`config.mk`:
```
export PLATFORM = sky130hd
export DESIGN_NAME = xtd_half_round
export DESIGN_NICKNAME = d
export VERILOG_FILES = /design/src/hdl/xtd_pkg.sv /design/src/hdl/xtd_half_round.sv
export SDC_FILE = /design/constraint.sdc
export NUM_CORES = 1
export LEC_CHECK = 0
export ABC_CLOCK_PERIOD_IN_PS = 1290
export BUFFER_PORTS_ARGS = -buffer_cell sky130_fd_sc_hd__buf_4
export CAP_MARGIN = 25
export CORE_ASPECT_RATIO = 0.75
export CORE_MARGIN = 2
export CORE_UTILIZATION = 50
export DETAILED_ROUTE_END_ITERATION = 8
export PLACE_DENSITY = 0.74
export SYNTH_ARGS = -nofsm -noshare
export SYNTH_HDL_FRONTEND = slang
export SYNTH_SLANG_ARGS = --single-unit
```
`constraint.sdc`:
```
create_clock -name clk_i -period 1.29 [get_ports clk_i]
set_input_delay 0.1935 -clock clk_i [delete_from_list [all_inputs] [get_ports clk_i]]
set_output_delay 0.1935 -clock clk_i [all_outputs]
set_load 0.05 [all_outputs]
```
`src/hdl/xtd_pkg.sv`:
```
// Package with the constants and types shared by the XTEA decryption block.
`timescale 1ns / 1ps
`default_nettype none

package xtd_pkg;

  localparam int unsigned XtdRounds = 32;
  localparam logic [31:0] XtdDelta = 32'h9E37_79B9;
  localparam int unsigned XtdKeyWords = 4;
  localparam int unsigned XtdAddrW = 4;

  typedef logic [31:0] word_t;
  typedef word_t [XtdKeyWords-1:0] key_t;

  localparam key_t XtdKeyReset = {32'd6513004, 32'd1766613857, 32'd1818840163, 32'd1634494796};

  // Multiple of delta, modulo 2^32.
  function automatic word_t xtd_sum(input int unsigned mult);
    logic [63:0] prod;
    prod = 64'(mult) * 64'(XtdDelta);
    return prod[31:0];
  endfunction

endpackage : xtd_pkg

`default_nettype wire

```
`src/hdl/xtd_half_round.sv`:
```
// One pipeline stage performing half of an XTEA decryption round.
`timescale 1ns / 1ps
`default_nettype none

module xtd_half_round
  import xtd_pkg::*;
#(
  parameter bit    UpdHigh = 1'b1,
  parameter word_t SumC    = '0
) (
  input  wire logic  clk_i,
  input  wire logic  rst_ni,
  input  wire logic  en_i,
  input  wire logic  valid_i,
  input  wire word_t v0_i,
  input  wire word_t v1_i,
  input  wire word_t key_i,
  output logic       valid_o,
  output word_t      v0_o,
  output word_t      v1_o
);

  word_t src;
  word_t mix;
  word_t f;
  word_t v0_d;
  word_t v1_d;
  word_t v0_q;
  word_t v1_q;
  logic  valid_q;

  always_comb begin
    src  = UpdHigh ? v0_i : v1_i;
    mix  = ((src << 4) ^ (src >> 5)) + src;
    f    = mix ^ (SumC + key_i);
    v0_d = UpdHigh ? v0_i : v0_i - f;
    v1_d = UpdHigh ? v1_i - f : v1_i;
  end

  always_ff @(posedge clk_i or negedge rst_ni) begin
    if (!rst_ni) begin
      valid_q <= 1'b0;
    end else if (en_i) begin
      valid_q <= valid_i;
    end
  end

  always_ff @(posedge clk_i) begin
    if (en_i) begin
      v0_q <= v0_d;
      v1_q <= v1_d;
    end
  end

  assign valid_o = valid_q;
  assign v0_o    = v0_q;
  assign v1_o    = v1_q;

endmodule : xtd_half_round

`default_nettype wire

```
# == Word level (Yosys, flattened, before mapping) ==
# Cells that the tools add are included.
# word_totals
register_bits,65
out_inout_bits,65
input_bits,100
# op_classes
n_bitwise,2
add_sub_neg,2
# ops
cell,count
32-bit adder,1
32-bit subtractor,1
32-bit by 27-bit XOR with 32-bit output,1
32-bit XOR,1

# == Depth between registers and ports, before layout ==
# logic_depth
ltp_word,4
ltp_mapped,21
mapped_depth_nobuf,20

# == Least setup slack after synthesis ==
# Ideal clock, no wire load.
# synth_path
path_kind,input -> register
startpoint,input port v0_i[11]
endpoint,"register v1_q[28] (netlist: v1_o[28]), data pin"
n_path_buf,0
cell_stages,19
path_slack_ps,-2948
setup_time_ps,262
arrival_time_ps,3975
cell_sequence,xor2_1 -> ha_1 -> a21oi_1 -> o211ai_1 -> a221oi_2 -> a31oi_1 -> a221o_1 -> a21o_1 -> a21oi_1 -> xnor2_1 -> ha_1 -> nand4_1 -> nor2_1 -> a22o_1 -> o41ai_2 -> a21boi_2 -> o31ai_4 -> mux2i_1 -> nand3_1
# synth_via
elab_chain_len,4
# synth_rtl
element,line_no,source
start: declaration,xtd_half_round.sv:15,"input wire word_t v0_i,"
32-bit by 27-bit XOR with 32-bit output,xtd_half_round.sv:34,mix = ((src << 4) ^ (src >> 5)) + src;
32-bit adder *,xtd_half_round.sv:34,
32-bit XOR *,xtd_half_round.sv:35,f = mix ^ (SumC + key_i);
32-bit subtractor *,xtd_half_round.sv:37,v1_d = UpdHigh ? v1_i - f : v1_i;
net v1_d[28],xtd_half_round.sv:27,word_t v1_d;
end signal: assignment,xtd_half_round.sv:51,v1_q <= v1_d;
end: declaration,xtd_half_round.sv:29,word_t v1_q;
# Mark *: on every way through the listed nets, which the timed path passes. The rest lies on a longest branch.
# A chain may end at the register's enable or synchronous reset.

# == Worst setup path after layout ==
# layout_path
startpoint,input port v0_i[4]
endpoint,"register v1_q[31] (netlist: v1_o[31]), data pin"
# Same word-level chain as after synthesis.

==> reports/metrics.cfg <==
[timing]
setup_ws_ps = -3220
worstMarginPinSlew_ps = 626
slew_headroom_pct = 58.0
setup_viol = 31
fin_crit_ps = 4510
fin_skew_ps = 0
hold_viol = 0
finalHoldWorstSlack_ps = 44.7
fmax_mhz = 222
drv_slew = 0
period_share_pct = 350
rsz0062_at_grt = yes
tns_ps = -73740

[route]
vias_per_cell = 6.38
drc_errors = 6
routed_wl_mm = 27.7
dr.pass1.iters = 9
ant_nets = 0
drt-initial-drc-count = 909
vias = 7175
wire_per_inst_um = 24.6

[logic_synthesis]
synthCells = 556
synth_mux_area_share_pct = 0.376
synth_xor_area_share_pct = 17.2
synth_area_leaders = edfxtp_1 (34%), ha_1 (15%), xnor2_1 (10%)
yosysMostFrequentCell = ha_1
syn_area_um2 = 5650
synthSimpleGateAreaFrac_pct = 9.63
synth_top_flop_cell = edfxtp_1
ys_types = 64
synth-adder-area-share_pct = 15.3
yosysTopAreaCell = edfxtp_1
seq_area_frac_synth_pct = 34.5
syn_area_per_cell_um2 = 10.2
synth_top_family_by_area = compound AO/OA/AOI/OAI gates
synth_top_area_share_pct = 34.0
synth_compound_area_share_pct = 20.8
synth_warnings = 0
synth_commonest_cells = ha_1 (66), xnor2_1 (65), edfxtp_1 (64)
async_flop_share_pct = 1.54
syn_nets = 724
synth-edff-count = 64
ys_ff_latch = 65

[worst_setup_path]
worstReg2RegStart = valid_o
crit_family = compound AO/OA/AOI/OAI gates
cp_num_buf_inv = 4
critPathKind = in2reg
startpoint = v0_i[4]
worstPathCellList = buf_4 -> xor2_1 -> ha_1 -> nand2_1 -> a21oi_2 -> a221oi_2 -> a31oi_2 -> a221o_1 -> a21o_1 -> a21oi_2 -> xnor2_1 -> ha_2 -> buf_4 -> buf_6 -> buf_6 -> nor2b_2 -> o21ai_2 -> a21oi_2 -> a22o_1 -> a311oi_2 -> o31ai_2 -> xnor2_1
path_max_fanout = 4
setup.worst_path.start_class = input port
crit_path_max_incr_delay_ps = 400
worstSetupEndpointType = flop
cp.arrival_ps = 4590
path_common_cell = a21oi_2
slowest_stage = a221oi_2
critical_path_required_ps = 1370

[worst_hold_path]
hp-start = v0_i[1]
hold_class = in2reg

[global_routing]
globalRouteOverflowTotal = 0
first_global_vias = 6833
grt_pass1_wl_mm = 36.6
antenna_found_initial = 0
grt_usage_pct = 39.5
grt_max_degree = 24

[die]
dieWidth_um = 127
die_h_um = 96.1
coreArea_um2 = 11000
start_util_pct = 51.4
rows = 33
io_pins = 165
die-area_um2 = 12200

[final_layout]
postLayoutCellArea_um2 = 9950
syn_to_final_growth_pct = 76.2
layout.filler_cells = 436
final_nets = 1148
instances_no_fill = 1125
drive_above_1_share_pct = 53.9
diodes = 0

[placement]
dp_hpwl_mm = 15.5
gp_congestion = 0.971
place_ws_ps = -3390
dp.cells = 1066
placed_area_um2 = 8770
io_buffers = 164

[pwr]
powerDensity_nw_per_um2 = 1870
vdd_drop_max_uv = 1120
p_leak_nw = 4.68

[run_status]
outcome = finished, violations left
violations = DRC, setup timing

[clocking]
clockRootBuffer = clkbuf_16
cts_buffers = 9
clock_path_buffers = 2
cts.reportedPaths.clkPinSlew_ps = 80
numClockSinks = 65
cts_tree = done
htree_levels = 3
clkLatencyLatePin_ps = 340

[run]
drv_cap = 0

[through the flow]
step / utilization [%] / total power, mW
6_report: 90.6 / 18.6
3_5_place_dp: 79.8 / 13.8
2_1_floorplan: - / 9.55
3_3_place_gp: 79.8 / 13.5
5_1_grt: 90.6 / 19.2
4_1_cts: 88.7 / 17.3
[worst paths after layout]
path                            end  slack (ps)  depth (start not counted)
max in group asynchronous   valid_o        1040                          2
max reg2reg                 valid_o         550                          1
max                        v1_o[31]       -3220                         22
min reg2reg                 valid_o         520                          1
min                         v0_o[1]          40                          1
min in group asynchronous   valid_o         170                          2
[repair_timing]
item                                   CTS  global route
setup endpoints to repair               31            31
gates cloned                             0             0
buffers inserted                        41            14
pin swaps                               51            29
endpoints found under the hold margin    1             0
resized for setup                       83            37
hold buffers                             1             0
[final cells by class]
cell class | count | area [µm²] | share of cell area, %
multi-input combinational | 458 | 4140 | 41.6
timing repair buffer | 421 | 3320 | 33.4
sequential | 65 | 1950 | 19.6
clock buffer | 9 | 225 | 2.26
tap | 140 | 175 | 1.76
inverter | 25 | 96.3 | 0.968
clock inverter | 7 | 47.5 | 0.478
[state kept, by name, indices dropped and copies added (netlist names)]
signal and flops:
v0_o 32, v1_o 32, valid_o 1
[power breakdown]
part	internal, mW	switching, mW	total [mW]
Sequential	3.16	0.167	3.33
Combinational	5.78	7.15	12.9
Clock	1.30	1.08	2.37
[layout by cell type (no fill, tap or decap), drive strengths merged, types with 6 or more instances in the layout]
master  Yosys  layout
xor2       46      46
ha         66      66
xnor2      65      65
nand4       8       8
nand3       9       9
a21oi      44      44
o21bai     11      11
a21boi      6       6
nand2      30      30
nor2b       6       6
a31oi      12      12
nor2       21      21
nor3       10      10
buf         1     420
inv        25      25
and3        8       8
o21ai      27      27
clkbuf      7       9
edfxtp     64      64
a21o       24      24
[routing by layer]
layer / vias to the layer above / wire length (µm) / track usage [%]
met3: 243 / 3240 / 10.2
met4: 0 / 1970 / 17.7
li1: 2926 / - / -
met2: 679 / 12500 / 68.5
met1: 3327 / 9970 / 47.0
met5: - / 0 / 0
[kinds of logic after synthesis]
kind of cell / after synthesis
buffers and inverters: 33
adder cells (fa/ha/maj): 68
multiplexers: 2
flip-flops: 65
AND/OR/NAND/NOR: 109
AO/OA/AOI/OAI: 168
XOR/XNOR: 111
No activity file was read; power rests on OpenSTA's default activity.
