===== src/hdl/xtd_pkg.sv =====
// Package with the constants and types shared by the XTEA decryption block.
`timescale 1ns / 1ps
`default_nettype none

package xtd_pkg;

  localparam int unsigned XtdRounds = 32;
  localparam logic [31:0] XtdDelta = 32'h9E37_79B9;
  localparam int unsigned XtdKeyWords = 4;
  localparam int unsigned XtdAddrW = 4;

  typedef logic [31:0] word_t;
  typedef word_t [XtdKeyWords-1:0] key_t;

  localparam key_t XtdKeyReset = {32'd6513004, 32'd1766613857, 32'd1818840163, 32'd1634494796};

  // Multiple of delta, modulo 2^32.
  function automatic word_t xtd_sum(input int unsigned mult);
    logic [63:0] prod;
    prod = 64'(mult) * 64'(XtdDelta);
    return prod[31:0];
  endfunction

endpackage : xtd_pkg

`default_nettype wire


===== src/hdl/xtd_key_regs.sv =====
// APB register file holding the four 32-bit key words.
`timescale 1ns / 1ps
`default_nettype none

module xtd_key_regs
  import xtd_pkg::*;
(
  input  wire logic                clk_i,
  input  wire logic                rst_ni,
  input  wire logic                psel,
  input  wire logic                penable,
  input  wire logic                pwrite,
  input  wire logic [XtdAddrW-1:0] paddr,
  input  wire logic [31:0]         pwdata,
  output logic [31:0]              prdata,
  output logic                     pready,
  output key_t                     keys_o
);

  key_t keys_q;
  key_t keys_d;

  always_comb begin
    keys_d = keys_q;
    if (psel && penable && pwrite) begin
      keys_d[paddr[XtdAddrW-1:2]] = pwdata;
    end
  end

  always_ff @(posedge clk_i or negedge rst_ni) begin
    if (!rst_ni) begin
      keys_q <= XtdKeyReset;
    end else begin
      keys_q <= keys_d;
    end
  end

  assign prdata = keys_q[paddr[XtdAddrW-1:2]];
  assign pready = 1'b1;
  assign keys_o = keys_q;

endmodule : xtd_key_regs

`default_nettype wire


===== config.mk =====
export PLATFORM = sky130hd
export DESIGN_NAME = xtd_key_regs
export DESIGN_NICKNAME = d
export VERILOG_FILES = /design/src/hdl/xtd_pkg.sv /design/src/hdl/xtd_key_regs.sv
export SDC_FILE = /design/constraint.sdc
export NUM_CORES = 1
export LEC_CHECK = 0
export ABC_CLOCK_PERIOD_IN_PS = 1200
export BUFFER_PORTS_ARGS = -buffer_cell sky130_fd_sc_hd__buf_4
export CORE_ASPECT_RATIO = 0.5
export CORE_MARGIN = 4
export CORE_UTILIZATION = 38
export CTS_CLUSTER_DIAMETER = 150
export DETAILED_ROUTE_END_ITERATION = 16
export PLACE_DENSITY = 0.77
export REMOVE_ABC_BUFFERS = 1
export SYNTH_ARGS = -nofsm -noshare
export SYNTH_HDL_FRONTEND = slang
export SYNTH_SLANG_ARGS = --single-unit

===== constraint.sdc =====
create_clock -name clk_i -period 1.2 [get_ports clk_i]
set_input_delay 0.12 -clock clk_i [delete_from_list [all_inputs] [get_ports clk_i]]
set_output_delay 0.12 -clock clk_i [all_outputs]
set_load 0.005 [all_outputs]

### After elaboration in Yosys (flattened, before gate mapping)

Cells that the tools add are included.

* output and inout port bits: 161
* bits in registers: 128
* logic and storage cells: 14

* reductions and logical operators: 3
* multiplexer cells: 5
* $lt $le $gt $ge: 2

Operators by type and width (number)
* 128-bit bitwise mux: 1
* 32-bit binary-select mux with 2-bit select: 1
* 32-bit demux with 2-bit select: 1
* 32-bit 2-to-1 mux: 2
* 1-bit logical AND: 3
* 2-bit by 3-bit less-than comparator with 1-bit output, second input constant: 1
* 2-bit by 1-bit greater-or-equal comparator with 1-bit output, second input constant: 1

### Logic depth before layout (Yosys ltp)

* depth after elaboration: 5
* gate-level depth with buffers: 5
* depth with buffers taken out: 3

### Least setup slack after synthesis

No wires, ideal clock.

* path type: input -> register
* from: input port paddr[2]
* to: register keys_q, in the netlist keys_o[10]
* library setup time: 0.125 ns
* stages: 5
* setup slack: -0.057 ns
* data required time: 1.075 ns
* arrival: 1.133 ns
* cell sequence: buf_4 -> nand2b_4 -> nor3_4 -> buf_6 -> mux2_2

* cells in the longest elaborated chain, start to end: 5

RTL lines
* start: declaration: line xtd_key_regs.sv:13 `input wire logic [XtdAddrW-1:0] paddr,`
* 2-bit by 3-bit less-than comparator with 1-bit output (not written as such) or 2-bit by 1-bit greater-or-equal comparator with 1-bit output (tied branches): line xtd_key_regs.sv:26 `keys_d[paddr[XtdAddrW-1:2]] = pwdata;`
* 1-bit logical AND (not written as such): line xtd_key_regs.sv:26
* 32-bit 2-to-1 mux (not written as such): line xtd_key_regs.sv:26
* 32-bit demux with 2-bit select (*): line xtd_key_regs.sv:26
* 128-bit bitwise mux (*): line xtd_key_regs.sv:26
* end signal: assignment: line xtd_key_regs.sv:32 `keys_q <= XtdKeyReset;`
* end signal: assignment: line xtd_key_regs.sv:34 `keys_q <= keys_d;`
* end: declaration: line xtd_key_regs.sv:20 `key_t keys_q;`

Every way passes the cells marked *; elsewhere a longest branch is shown, timed or not.
A chain may end at the register's enable or synchronous reset.

### Worst setup path after layout

* from: register keys_q, in the netlist keys_o[45]
* to: output port prdata[13]

* cells in the longest elaborated chain, start to end: 2

RTL lines
* 32-bit binary-select mux with 2-bit select: line xtd_key_regs.sv:38 `assign prdata = keys_q[paddr[XtdAddrW-1:2]];`
* 32-bit 2-to-1 mux (not written as such): line xtd_key_regs.sv:38
* end: declaration: line xtd_key_regs.sv:15 `output logic [31:0] prdata,`

Every way passes these cells. The select of a mux whose other input is x is not followed.

==> flow_metrics.py <==
metrics = {
    "setup_path": {
        "regToRegSetupSlack_ps": 180,
        "r2r_end": "keys_o[127]$_DFFE_PN0P_",
        "path_cells": "mux4_2 -> buf_6",
        "cp_max_fo": 2,
        "endpoint_kind": "output pin",
        "cp_data_required_time_ps": 1080,
        "slowest_stage": "mux4_2",
        "r2r-start": "keys_o[127]$_DFFE_PN0P_",
        "critPathKind": "register to output pin",
        "rr_worst_depth": 3,
        "max_stage_delay_ps": 510,
        "worst_setup_path_start_kind": "register",
        "cp.arrival_ps": 1450,
    },
    "drt": {
        "vias": 4421,
        "ant_nets": 0,
        "routed_via_density": 5.02,
        "first_pass_iters": 4,
        "route.detailed.drc": 0,
        "routedWlPerCell_um": 21.6,
        "drt_wl_total_mm": 19.0,
        "drtIter0Drc": 194,
    },
    "global_routing": {
        "grt_overflow_total": 0,
        "grt_pass1_vias": 4880,
        "grt_util_all_layers": 0.205,
        "antenna_found_initial": 0,
        "grt_max_degree": 40,
        "grt_first_pass_wirelength_mm": 27.1,
    },
    "timing": {
        "setup_viol": 56,
        "fin_worst_skew_ps": 0,
        "rsz0062_at_grt": "yes",
        "period_share": 1.31,
        "setup_ws_ps": -374,
        "max_freq_mhz": 635,
        "finalHoldViolations": 0,
        "slew_viol_final": 0,
        "period_minus_slack_ps": 1570,
    },
    "placement": {
        "placement.io_buffers": 198,
        "placed_cell_area_sq_um": 7770,
        "gp_congestion": 0.780,
        "dp_hpwl_mm": 11.2,
        "pre_cts_ws_ps": -192,
    },
    "cts": {
        "cts_sinks": 128,
        "cts_tree": "yes",
        "htreeDepth": 4,
        "clock_path_buffers": 2,
        "cts_buffers": 17,
        "cts_root_buf": "clkbuf_16",
        "clk_pin_slew_worst_paths_ps": 60,
        "clock_latency_ps": 400,
    },
    "status": {
        "status": "finished with violations",
        "violations": "negative setup slack",
    },
    "synthesis": {
        "synth_seq_cells": 128,
        "synth_edf_count": 0,
        "yosys.area.top_type": "dfrtp_1",
        "postSynthAreaPerCell_sq_um": 17.8,
        "synthCells": 318,
        "synthTopCellsByCount": "122 x mux2_2, 74 x dfrtp_1, 54 x dfstp_2, 32 x mux4_2, 9 x buf_4",
        "synth_cell_types": 15,
        "synth_area_leaders": "dfrtp_1 33%, dfstp_2 25%, mux2_2 24%",
        "synth_area_sq_um": 5670,
        "yosysSeqAreaShare": 0.576,
        "synth_ff_type": "dfrtp_1",
        "ys_warn_count": 0,
        "async_flop_share": 1.00,
        "synth.most_common_cell": "mux2_2",
        "synth_top_area_share": 0.326,
    },
    "pwr": {
        "p_total_uw": 18400,
        "powerDensity_nw_per_um2": 1870,
        "p_leak_uw": 0.00448,
        "vdd_ir_drop_max_uv": 925,
    },
    "floorplan": {
        "fp.dieW_um": 181,
        "std_cell_rows": 31,
        "start_util": 0.390,
        "fp.coreArea_sq_um": 14500,
        "chipHeight_um": 94.4,
        "io_pins": 202,
        "die-area_sq_um": 17100,
    },
    "finish": {
        "drive_gt1_frac": 0.830,
        "area_growth_pct": 73.9,
        "finalNetCount": 710,
        "largest_reg_flops": 128,
        "fillers": 903,
        "final_area_sq_um": 9870,
        "antenna_cells": 0,
    },
    "min_path": {
        "hold_path.class": "primary input to async pin",
    },
    "run": {
        "max-cap-violations": 0,
    },
}
power by group:
part	internal (uW)	total [uW]	switching, uW
sequential	5660	6500	838
clock	3150	5070	1920
combinational	4700	6850	2150
total	13500	18400	4910
metal layers:
metal  GRT usage  share of wire  up-vias
met5           0              0        -
met4      0.0755          0.027        0
met3      0.0408          0.030       41
met2       0.377           0.54      115
met1       0.243           0.40     2350
li1            -              -     1915
what timing repair did:
item / 4_1_cts / 5_1_grt
resized for setup: 66 / 109
endpoints found under the setup margin: 39 / 134
buffers inserted: 60 / 35
endpoints found under the hold margin: 215 / 0
gates cloned: 0 / 0
hold buffers: 33 / 0
through the flow:
stage	hold WS (ps)	TNS, ps	cells	util
finish	203	-11840	880	0.678
global route	196	-14770	880	0.678
CTS	168	-11430	870	0.646
detailed placement	54.6	-17070	745	0.534
global placement	55.3	-12990	745	0.534
floorplan	-176	-52130	297	-
how the worst max path moves through the flow:
stage,start,to,slack [ps],cells after the start
CTS,keys_o[127]$_DFFE_PN0P_,prdata[31],-360,2
global route,keys_o[45]$_DFFE_PN0P_,prdata[13],-400,2
floorplan,paddr[2],keys_o[65]$_DFFE_PN0P_,-440,3
detailed placement,paddr[2],keys_o[44]$_DFFE_PN0P_,-190,5
finish,keys_o[45]$_DFFE_PN0P_,prdata[13],-370,2
global placement,paddr[2],keys_o[23]$_DFFE_PN0P_,-140,5
cell usage in the layout, fill, tap and decap left out, types with 2 or more instances in the layout:
master / n
buf_6: 172
buf_4: 138
mux2_2: 122
dfrtp_1: 74
dfstp_2: 54
dlygate4sd3_1: 33
mux4_2: 32
clkbuf_16: 19
buf_12: 10
mux2_1: 6
clkinv_2: 5
clkinv_4: 3
nor2_4: 2
nand2_1: 2
nor3_4: 2
inv_4: 2
layout make-up:
cell class,instances,area (sq um),area share
clock buffer,20,489,0.0496
clock inverter,12,103,0.0104
multi-input combinational,169,2250,0.228
sequential,128,3270,0.332
tap,198,248,0.0251
timing repair buffer,353,3500,0.355
cells by family (layout without fill, tap and decap cells):
group                  after synthesis  after routing  synth area share
multiplexers                       160            160             0.381
flip-flops                         128            128             0.576
buffers and inverters               21            385            0.0284
AND/OR/NAND/NOR                      8              8            0.0135
other                                1              1          0.000661
critical path: cells and delay by family (launching register included):
family | cells | cell delay, ps
mux | 1 | 510
flops | 1 | 400
buf+inv | 1 | 140
Power figures use the tool's default switching activity.
