===== src/hdl/xtd_pkg.sv =====
// Package with the constants and types shared by the XTEA decryption block.
`timescale 1ns / 1ps
`default_nettype none

package xtd_pkg;

  localparam int unsigned XtdRounds = 32;
  localparam logic [31:0] XtdDelta = 32'h9E37_79B9;
  localparam int unsigned XtdKeyWords = 4;
  localparam int unsigned XtdAddrW = 4;

  typedef logic [31:0] word_t;
  typedef word_t [XtdKeyWords-1:0] key_t;

  localparam key_t XtdKeyReset = {32'd6513004, 32'd1766613857, 32'd1818840163, 32'd1634494796};

  // Multiple of delta, modulo 2^32.
  function automatic word_t xtd_sum(input int unsigned mult);
    logic [63:0] prod;
    prod = 64'(mult) * 64'(XtdDelta);
    return prod[31:0];
  endfunction

endpackage : xtd_pkg

`default_nettype wire


===== src/hdl/xtd_out_skid.sv =====
// Skid buffer that decouples the pipeline from output backpressure.
`timescale 1ns / 1ps
`default_nettype none

module xtd_out_skid
  import xtd_pkg::*;
(
  input  wire logic  clk_i,
  input  wire logic  rst_ni,
  input  wire logic  pipe_valid_i,
  input  wire word_t pipe_low_i,
  input  wire word_t pipe_high_i,
  input  wire logic  out_ready_i,
  output logic       out_valid_o,
  output word_t      out_low_o,
  output word_t      out_high_o,
  output logic       en_o
);

  logic  skid_valid_q;
  logic  skid_valid_d;
  word_t skid_low_q;
  word_t skid_high_q;
  logic  capture;

  assign en_o    = !skid_valid_q;
  assign capture = en_o && pipe_valid_i && !out_ready_i;

  always_comb begin
    skid_valid_d = skid_valid_q;
    if (capture) begin
      skid_valid_d = 1'b1;
    end else if (skid_valid_q && out_ready_i) begin
      skid_valid_d = 1'b0;
    end
  end

  always_ff @(posedge clk_i or negedge rst_ni) begin
    if (!rst_ni) begin
      skid_valid_q <= 1'b0;
    end else begin
      skid_valid_q <= skid_valid_d;
    end
  end

  always_ff @(posedge clk_i) begin
    if (capture) begin
      skid_low_q  <= pipe_low_i;
      skid_high_q <= pipe_high_i;
    end
  end

  assign out_valid_o = skid_valid_q || pipe_valid_i;
  assign out_low_o   = skid_valid_q ? skid_low_q : pipe_low_i;
  assign out_high_o  = skid_valid_q ? skid_high_q : pipe_high_i;

endmodule : xtd_out_skid

`default_nettype wire


===== config.mk =====
export PLATFORM = sky130hd
export DESIGN_NAME = xtd_out_skid
export DESIGN_NICKNAME = d
export VERILOG_FILES = /design/src/hdl/xtd_pkg.sv /design/src/hdl/xtd_out_skid.sv
export SDC_FILE = /design/constraint.sdc
export NUM_CORES = 1
export LEC_CHECK = 0
export BUFFER_PORTS_ARGS = -buffer_cell sky130_fd_sc_hd__buf_2
export CAP_MARGIN = 40
export CORE_MARGIN = 4
export CORE_UTILIZATION = 46
export DETAILED_ROUTE_END_ITERATION = 10
export PLACE_DENSITY = 0.79
export SLEW_MARGIN = 10
export SYNTH_ARGS = -nofsm -noshare
export SYNTH_HDL_FRONTEND = slang
export SYNTH_SLANG_ARGS = --single-unit

===== constraint.sdc =====
create_clock -name clk_i -period 7.8 [get_ports clk_i]
set_clock_uncertainty 0.15 [all_clocks]
set_input_delay 0.39 -clock clk_i [delete_from_list [all_inputs] [get_ports clk_i]]
set_output_delay 0.39 -clock clk_i [all_outputs]
set_load 0.01 [all_outputs]

Word level (Yosys, flattened, before mapping)

Index checks and enable logic that the tools add are counted.

Register bits after elaboration: 65
Input bits: 68
Output and inout bits: 66
Word-level logic and storage cells: 14

Muxes and demuxes: 4
Reductions and logical operators: 7

Operators with widths:

| cell               | count |
|---|---|
| 32-bit two-way mux | 2 |
| 1-bit logical AND  | 3 |
| 1-bit logical NOT  | 2 |
| 1-bit two-way mux  | 2 |
| 2-bit nonzero test | 1 |
| 1-bit logical OR   | 1 |

Depth between registers and ports, before layout

Gate-level depths: netlist (run 1).

Word-level depth: 4
Depth in mapped cells: 4
Gate-level depth less buffers: 1

Least setup slack after synthesis (run 1)

OpenSTA, ideal clock, no wires.

Path type: register to register
From: register skid_valid_q
To: register skid_high_q[0] (enable)
Library setup time: 0.578 ns
Arrival time: 5.427 ns
Required time: 7.072 ns
Setup slack: 1.646 ns
Cell stages (with the launch flop): 5
Buffers on the path: 3
Period minus slack after synthesis: 6.154 ns
Path through: dfrtp_1 > buf_6 > buf_6 > buf_6 > nor3b_1

Word-level cells in the longest chain between the ends: 3

Ends and longest elaborated chain:

| what                            | RTL line           | source |
|---|---|---|
| from (decl)                     | xtd_out_skid.sv:20 | `logic skid_valid_q;` |
| from (signal assigned)          | xtd_out_skid.sv:42 | `skid_valid_q <= skid_valid_d;` |
| 1-bit logical NOT               | xtd_out_skid.sv:26 | `assign en_o = !skid_valid_q;` |
| 1-bit logical AND (2 in series) | xtd_out_skid.sv:27 | `assign capture = en_o && pipe_valid_i && !out_ready_i;` |
| named net capture               | xtd_out_skid.sv:24 | `logic capture;` |
| to (signal assigned)            | xtd_out_skid.sv:49 | `skid_high_q <= pipe_high_i;` |
| to (decl)                       | xtd_out_skid.sv:23 | `word_t skid_high_q;` |

The timed path passes the listed nets, and every way through them passes these cells.
A chain may end at the register's enable or synchronous reset.

Worst setup path after layout (run 1)

From: register skid_valid_q
To: output port out_low_o[31]

Word-level cells in the longest chain between the ends: 1

Ends and longest elaborated chain:

| what               | RTL line           | source |
|---|---|---|
| 32-bit two-way mux | xtd_out_skid.sv:54 | `assign out_low_o = skid_valid_q ? skid_low_q : pipe_low_i;` |
| to (decl)          | xtd_out_skid.sv:15 | `output word_t out_low_o,` |

Every way passes these cells.

==> results.toml, run 1 <==
[outcome]
outcome = "complete, no violations"

[sta]
period_minus_slack_ns = 2.82
fmax_mhz = 355
whs_ns = 0.101
finalHoldViolations = 0
tightest_slew_ns = 0.764
finalSetupViolCount = 0
slew_headroom = 0.490
setup_tns_ns = 0
finalCritPeriodShare = 0.362
finalWorstSetupSlack_ns = 4.98
drv_slew = 0
rsz0062_at_grt = "false"

[yosys]
avgSynthCellArea_sq_um = 20.0
synth.area.top_cells = "edfxtp_1 68%, mux2_2 19%, mux2_4 8.5%"
ys_warn_count = 0
syn-num-nets = 209
seq_area_frac_synth = 0.690
synth_seq_cells = 65
syn_area_sq_um = 2820
yosysTopAreaCell = "edfxtp_1"
syn_inst = 141
yosys.area.top_type_share = 0.681
synth_cell_types = 10

[clock_tree]
clk_pin_slew_ns = 0.07
cts_tree = "yes"
cts_sinks = 65
clock_path_buffers = 2
clock-root-buffer = "clkbuf_8"
cts_buffers = 9
cts-resized-gates = 0
post_cts_buffers = 0
cts_max_level = 3
clock_latency_ns = 0.32

[power_and_ir_drop]
p_per_area_nw_per_um2 = 215
p_leak_nw = 1.56
irDropWorstVdd_mv = 0.113

[floorplanning]
rows = 28
die_w_um = 86.3
core_area_sq_um = 5920
pin_count = 134
dieArea_sq_um = 7450
die-height_um = 86.3
initial_utilization = 0.476

[final_layout]
design_area_sq_um = 3750
fillers = 460
finalCoreUtilization = 0.634
nets = 349
layout_common_cells = "133 x buf_2, 64 x edfxtp_1, 48 x mux2_2"
drive_gt1_frac = 0.758
antenna_cells = 0
final_common_cell = "buf_2"
syn_to_final_growth_pct = 33.1

[setup_path]
cp.buffers_inverters = 2
worst_setup_path_start_kind = "flop"
cp_max_fo = 35
critical_path_class = "reg2out"
cp_cell_sequence = "buf_4 > mux2_2 > buf_2"
critical_path_required_ns = 7.26
r2r-start = "skid_valid_q"
endpoint_kind = "output pin"
cp.arrival_ns = 2.28
slowest_delay_ns = 0.86
reg2reg_depth = 2
r2r_slack_ns = 5.90
path_delay_family = "flip-flops"
crit_path_start = "skid_valid_q"
reg2reg_to = "skid_low_q[8]"
critical_path.slowest_cell = "dfrtp_2"

[placed_design]
dp_slack_ns = 5.28
io_buffers = 133
place_area_sq_um = 3540
gp_congestion = 0.697
hpwlAfterDp_um = 3840

[routing]
route.detailed.drc = 0
drtAntennaViolNets = 0
routed_wirelength_um = 5220
highest_layer = "met4"
wl_met1_um = 2160
avgViaCountPerCell = 4.83
wl_per_cell_um = 14.5
first_pass_iters = 4
first_iter_violations = 49
wl_met3_um = 600
wl_met2_um = 2400
dr_total_vias = 1738

[run]
maxCapViolCount = 0

[global_route]
grtUsageTotal = 0.144
gr-total-overflow = 0
antenna_found_initial = 0
grt_pass1_wl_um = 8380
grt_max_degree = 36
grt_pass1_vias = 1738

[hold_path]
hold_start = "pipe_high_i[31]"
holdPathEnd = "skid_high_q[31]"
min_path_cells = 1
min_path_type = "in2reg"
[synthesized netlist by cell type (all sizes together)]
master and count:
mux2 64, dfrtp 1, nor3b 1, o21ba 1
inv 1, buf 8, edfxtp 64, or2 1
[stage by stage]
stage               cells  power (mW)
finish                360       0.808
CTS                   360       0.819
detailed placement    344       0.528
floorplan             141       0.480
global route          360       0.845
global placement      344       0.527
[registers in the layout (all words and copies together) (netlist names)]
signal and flops:
skid_high_q 32, skid_valid_q 1, skid_low_q 32
[how the worst max path moves through the flow]
stage | slack [ns] | to | cells after the start
floorplan | 1.65 | skid_high_q[0] | 4
global placement | 5.31 | out_low_o[1] | 3
detailed placement | 5.28 | out_low_o[8] | 3
CTS | 4.92 | out_low_o[8] | 3
global route | 4.79 | out_high_o[30] | 3
finish | 4.98 | out_low_o[31] | 3
[worst reg2reg max path: cells and delay by family (launching register included)]
family | cells | cell delay, ns
buffers and inverters | 1 | 0.40
flip-flops | 1 | 0.68
AND/OR/NAND/NOR | 1 | 0.32
[layout make-up]
type,instances,area [sq um],share of cell area
multi-input cells,67,810,0.216
inverters,1,3.75,0.00100
repair buffers,137,698,0.186
clock buffers,11,131,0.0350
clock inverters,4,68.8,0.0183
well taps,75,93.8,0.0250
flip-flops and latches,65,1950,0.519
[kinds of logic after synthesis]
family / synth area share
mux: 0.277
buf+inv: 0.0244
compound gates: 0.00355
flops: 0.690
simple gates: 0.00488
[routing by layer]
layer  global-route usage  vias up
met5                    0        -
met4               0.0680        0
met3               0.0494        6
met2                0.226       89
met1                0.181      806
li1                     -      837
[report_power, final]
| part | total, mW | switching (mW) | internal, mW |
|---|---|---|---|
| combinational | 0.112 | 0.0499 | 0.0618 |
| clock | 0.290 | 0.113 | 0.177 |
| sequential | 0.407 | 0.00740 | 0.400 |
[what timing repair did]
item | 4_1_cts | 5_1_grt
endpoints found under the hold margin | 1 | 0
setup endpoints to repair | 0 | 0
hold buffers | 1 | 0
No activity file was read; power rests on OpenSTA's default activity.
==> inputs of run 2 (changes only) <==
==> constraint.sdc (replaced) <==
create_clock -name clk_i -period 2.6 [get_ports clk_i]
set_clock_uncertainty 0.15 [all_clocks]
set_input_delay 0.13 -clock clk_i [delete_from_list [all_inputs] [get_ports clk_i]]
set_output_delay 0.13 -clock clk_i [all_outputs]
set_load 0.01 [all_outputs]
==> run 2 against run 1 <==
  * Critical path depth did not move
  * First-iteration DRC count rose by 53%
  * Total power rose to 3.2 times the previous value
  * Via count rose by 20%
  * Non-clock buffer count rose by 70
  * Clock-buffer cell count fell by 1
  * Sequential share of layout area fell by 8.4 points
  * Core utilization rose by 12 points
  * Critical path type unchanged
  * Wire length rose by 42%
  * Largest power group unchanged
  * Combinational power rose to 3.9 times the previous value
  * Die area did not move
  * Sequential power rose to 3.0 times the previous value
==> results.toml, run 2 (same netlist as run 1, synthesis figures left out) <==
[routing]
wl_per_cell_um = 17.2
dr_total_vias = 2077
route.detailed.drc = 0
routed_wirelength_um = 7420
first_iter_violations = 75
avgViaCountPerCell = 4.82
first_pass_iters = 4
drtAntennaViolNets = 0

[final_layout]
final_cells = 431
final_common_cell = "buf_2"
nets = 419
antenna_cells = 0
layout_common_cells = "133 x buf_2, 68 x dlygate4sd3_1, 64 x edfxtp_1"
drive_gt1_frac = 0.618
finalCoreUtilization = 0.756
design_area_sq_um = 4480
syn_to_final_growth_pct = 58.7
fillers = 354
top_regs = "skid_high_q x32, skid_low_q x32, skid_valid_q x1"

[sta]
tightest_slew_ns = 0.681
period_minus_slack_ns = 2.39
finalHoldViolations = 0
whs_ns = 0.0209
finalWorstSetupSlack_ns = 0.210
fmax_mhz = 418
finalSetupViolCount = 0
rsz0062_at_grt = "false"
slew_headroom = 0.546
finalCritPeriodShare = 0.919
drv_slew = 0

[global_route]
grt_pass1_wl_um = 11800
grt_max_degree = 36
antenna_found_initial = 0
gr-total-overflow = 0
grt_pass1_vias = 2367
grtUsageTotal = 0.209

[setup_path]
critical_path_required_ns = 2.32
critical_path.slowest_cell = "dfrtp_2"
cp-endpoint = "out_high_o[30]"
cp.arrival_ns = 2.11
slowest_delay_ns = 0.81
reg2reg_depth = 3
cp_cell_sequence = "buf_4 > mux2_2 > buf_2"
reg2reg_to = "skid_valid_q"
endpoint_kind = "output pin"
crit_path_start = "skid_valid_q"
critical_path_class = "reg2out"
r2r_slack_ns = 0.53
r2r-start = "skid_valid_q"
cp_max_fo = 31
worst_setup_path_start_kind = "flop"

[floorplanning]
die-height_um = 86.3
initial_utilization = 0.476
die_w_um = 86.3
pin_count = 134
rows = 28
dieArea_sq_um = 7450
core_area_sq_um = 5920

[power_and_ir_drop]
irDropWorstVdd_mv = 0.351
p_per_area_nw_per_um2 = 572
p_leak_nw = 1.86

[placed_design]
dp_slack_ns = 0.539
place_area_sq_um = 3580
io_buffers = 133
dp.cells = 347
hpwlAfterDp_um = 4420
gp_congestion = 0.716

[clock_tree]
clk_pin_slew_ns = 0.07
cts_sinks = 65
cts-resized-gates = 0
clock_path_buffers = 2
clock-root-buffer = "clkbuf_8"
post_cts_buffers = 0
cts_buffers = 9
cts_hold_buf = 68
clock_latency_ns = 0.32
cts_max_level = 3
cts_tree = "yes"

[run]
maxCapViolCount = 0

[outcome]
outcome = "complete, no violations"

[hold_path]
min_path_type = "in2reg"
-- run 2: worst min-delay path by stage --
stage / startpoint / endpoint / slack (ns) / cells past startpoint
after floorplan: rst_ni / skid_valid_q / -0.32 / 0
after global placement: rst_ni / skid_valid_q / -0.24 / 1
after detailed placement: rst_ni / skid_valid_q / -0.24 / 1
after CTS: out_ready_i / skid_high_q[31] / 0.008 / 2
after global routing: out_ready_i / skid_high_q[29] / 0.02 / 2
final: out_ready_i / skid_high_q[31] / 0.02 / 2
-- run 2: final cells by class --
| cell class | count | area [sq um] | share of cell area |
|---|---|---|---|
| tap | 75 | 93.8 | 0.0210 |
| clock inverter | 6 | 82.6 | 0.0185 |
| clock buffer | 10 | 128 | 0.0285 |
| sequential | 65 | 1950 | 0.435 |
| multi-input combinational | 67 | 816 | 0.182 |
| inverter | 1 | 3.75 | 0.000839 |
| timing repair buffer | 207 | 1400 | 0.314 |
-- run 2: worst max-delay path: cells and delay by family (launching register included) --
| kind | cells | cell delay (ns) |
|---|---|---|
| buf+inv | 2 | 0.57 |
| flops | 1 | 0.81 |
| mux | 1 | 0.38 |
-- run 2: stage by stage --
stage / setup TNS (ns) / power (mW)
2_1_floorplan: -24.17 / 1.44
3_3_place_gp: 0 / 1.59
3_5_place_dp: 0 / 1.60
4_1_cts: 0 / 2.58
5_1_grt: 0 / 2.67
6_report: 0 / 2.56
-- run 2: where the power goes --
| part | leakage [nW] | total, mW | switching [mW] | internal, mW |
|---|---|---|---|---|
| registers | 0.603 | 1.22 | 0.0225 | 1.20 |
| clock network | 0.0976 | 0.899 | 0.366 | 0.534 |
| logic | 1.16 | 0.440 | 0.182 | 0.258 |
| total | 1.86 | 2.56 | 0.570 | 1.99 |
-- run 2: metal layers --
layer	up-vias	track usage	routed length [um]
li1	977	-	-
met1	989	0.231	2790
met2	95	0.379	3920
met3	16	0.0513	535
met4	0	0.0892	176
met5	-	0	0
==> inputs of run 3 (changes only) <==
--- a/config.mk
+++ b/config.mk
@@ -11,6 +11,7 @@
 export CORE_UTILIZATION = 46
 export DETAILED_ROUTE_END_ITERATION = 10
 export PLACE_DENSITY = 0.79
+export REMOVE_ABC_BUFFERS = 1
 export SLEW_MARGIN = 10
 export SYNTH_ARGS = -nofsm -noshare
 export SYNTH_HDL_FRONTEND = slang
==> run 3 against run 2 <==
  * Maximum frequency grew 11%
  * Sequential cell count unchanged
  * Wire length fell by 2.9%
  * Non-clock buffer count decreased by 2
  * Combinational power is essentially flat
  * Setup slack gained 0.24 ns
  * Global-route usage down 0.77 points
  * Critical path depth did not move
  * Largest power group unchanged
==> results.toml, run 3 (same netlist as run 1, synthesis figures left out) <==
[routing]
first_iter_violations = 75
drtAntennaViolNets = 0
wl_per_cell_um = 16.8
route.detailed.drc = 0
dr_total_vias = 2073
routed_wirelength_um = 7210
avgViaCountPerCell = 4.84
first_pass_iters = 4

[sta]
fmax_mhz = 466
tightest_slew_ns = 0.419
period_minus_slack_ns = 2.15
finalCritPeriodShare = 0.825
rsz0062_at_grt = "false"
drv_slew = 0
slew_headroom = 0.721
setup_tns_ns = 0
finalHoldViolations = 0
finalSetupViolCount = 0

[global_route]
grt_max_degree = 50
antenna_found_initial = 0
grt_pass1_vias = 2288
grt_pass1_wl_um = 11400
gr-total-overflow = 0
grtUsageTotal = 0.201

[final_layout]
antenna_cells = 0
regArea_sq_um = 1950
fillers = 338
drive_gt1_frac = 0.623
layout_common_cells = "133 x buf_2, 68 x dlygate4sd3_1, 64 x edfxtp_1"
final_cells = 428
syn_to_final_growth_pct = 57.5
final_common_cell = "buf_2"
top_regs = "skid_high_q x32, skid_low_q x32, skid_valid_q x1"
multi_input_area_sq_um = 810
nets = 417
finalCoreUtilization = 0.750

[hold_path]
hold_start = "out_ready_i"
min_path_type = "in2reg"
holdPathEnd = "skid_high_q[20]"
min_path_cells = 3

[setup_path]
r2r-start = "skid_valid_q"
worst_setup_path_start_kind = "flop"
r2r_slack_ns = 0.87
reg2reg_to = "skid_low_q[24]"
cp_max_fo = 22
critical_path_required_ns = 2.32
cp.arrival_ns = 1.87
reg2reg_depth = 2
endpoint_kind = "output pin"
critical_path_class = "reg2out"

[run]
maxCapViolCount = 0

[floorplanning]
die-height_um = 86.3
dieArea_sq_um = 7450
pin_count = 134
initial_utilization = 0.476
die_w_um = 86.3
rows = 28
core_area_sq_um = 5920

[power_and_ir_drop]
power.switching_mw = 0.564
power_frac_comb = 0.180
seqPwrFrac = 0.496
p_total_mw = 2.45
pwr-share-clk = 0.324
p_int_mw = 1.89
irDropWorstVdd_mv = 0.340
p_leak_nw = 1.85
p_per_area_nw_per_um2 = 552
p_sw_frac = 0.230

[placed_design]
dp.cells = 345
hpwlAfterDp_um = 4130
gp_congestion = 0.672
io_buffers = 133

[outcome]
outcome = "complete, no violations"

[clock_tree]
clock_latency_ns = 0.32
cts_max_level = 3
clock_path_buffers = 2
clk_pin_slew_ns = 0.07
cts_tree = "yes"
cts_buffers = 9
clock-root-buffer = "clkbuf_8"
cts_sinks = 65
==> run 3: changes by cell type in the layout (fill, tap and decap cells not counted), sizes merged <==
cell,previous run,this run
buf,139,137
clkbuf,10,9
bufinv,2,1
clkinv,2,3
==> run 3: worst max-delay path by stage <==
stage | startpoint | to | slack, ns | depth (start not counted)
floorplan | skid_valid_q | skid_high_q[0] | -4.35 | 1
global placement | skid_valid_q | out_low_o[24] | 0.85 | 3
detailed placement | skid_valid_q | out_low_o[27] | 0.82 | 3
CTS | skid_valid_q | out_low_o[27] | 0.45 | 3
global route | skid_valid_q | out_low_o[2] | 0.37 | 3
finish | skid_valid_q | out_low_o[9] | 0.45 | 3
==> run 3: worst max-delay path, cell delays in order (launching register included) <==
cell	delay, ns
dfrtp_2	0.63
buf_4	0.37
mux2_2	0.39
buf_2	0.15
==> run 3: layer usage <==
layer	vias up	track usage	share of wire
li1	970	-	-
met5	-	0	0
met2	115	0.337	0.48
met3	17	0.0646	0.096
met1	971	0.237	0.40
met4	0	0.0892	0.022
==> run 3: power groups by stage <==
stage               Sequential, mW  Clock [mW]  Combinational [mW]
global placement              1.24           0               0.348
CTS                           1.22       0.814               0.435
global route                  1.22       0.857               0.476
detailed placement            1.24           0               0.355
finish                        1.22       0.794               0.442
floorplan                     1.25           0               0.179
==> run 3: repair_timing <==
action	CTS	global route
endpoints found under the setup margin	0	0
hold endpoints to repair	66	0
gates resized for setup	0	0
setup buffers	0	0
hold buffers	68	0
==> run 3: area by class of cell <==
| type | count | share of cell area |
|---|---|---|
| Inverter | 1 | 0.000845 |
| Timing Repair Buffer | 205 | 0.316 |
| Clock inverter | 6 | 0.0135 |
| Multi-Input combinational cell | 67 | 0.182 |
| Sequential cell | 65 | 0.439 |
| Clock buffer | 9 | 0.0279 |
| Tap cell | 75 | 0.0211 |
==> run 3: through the flow <==
step	hold WS [ns]	instance area, sq um	setup slack (ns)
floorplan	-0.316	2760	-4.35
global placement	-0.238	3580	0.850
detailed placement	-0.237	3580	0.823
CTS	0.175	4440	0.452
global route	0.204	4440	0.369
finish	0.198	4440	0.455
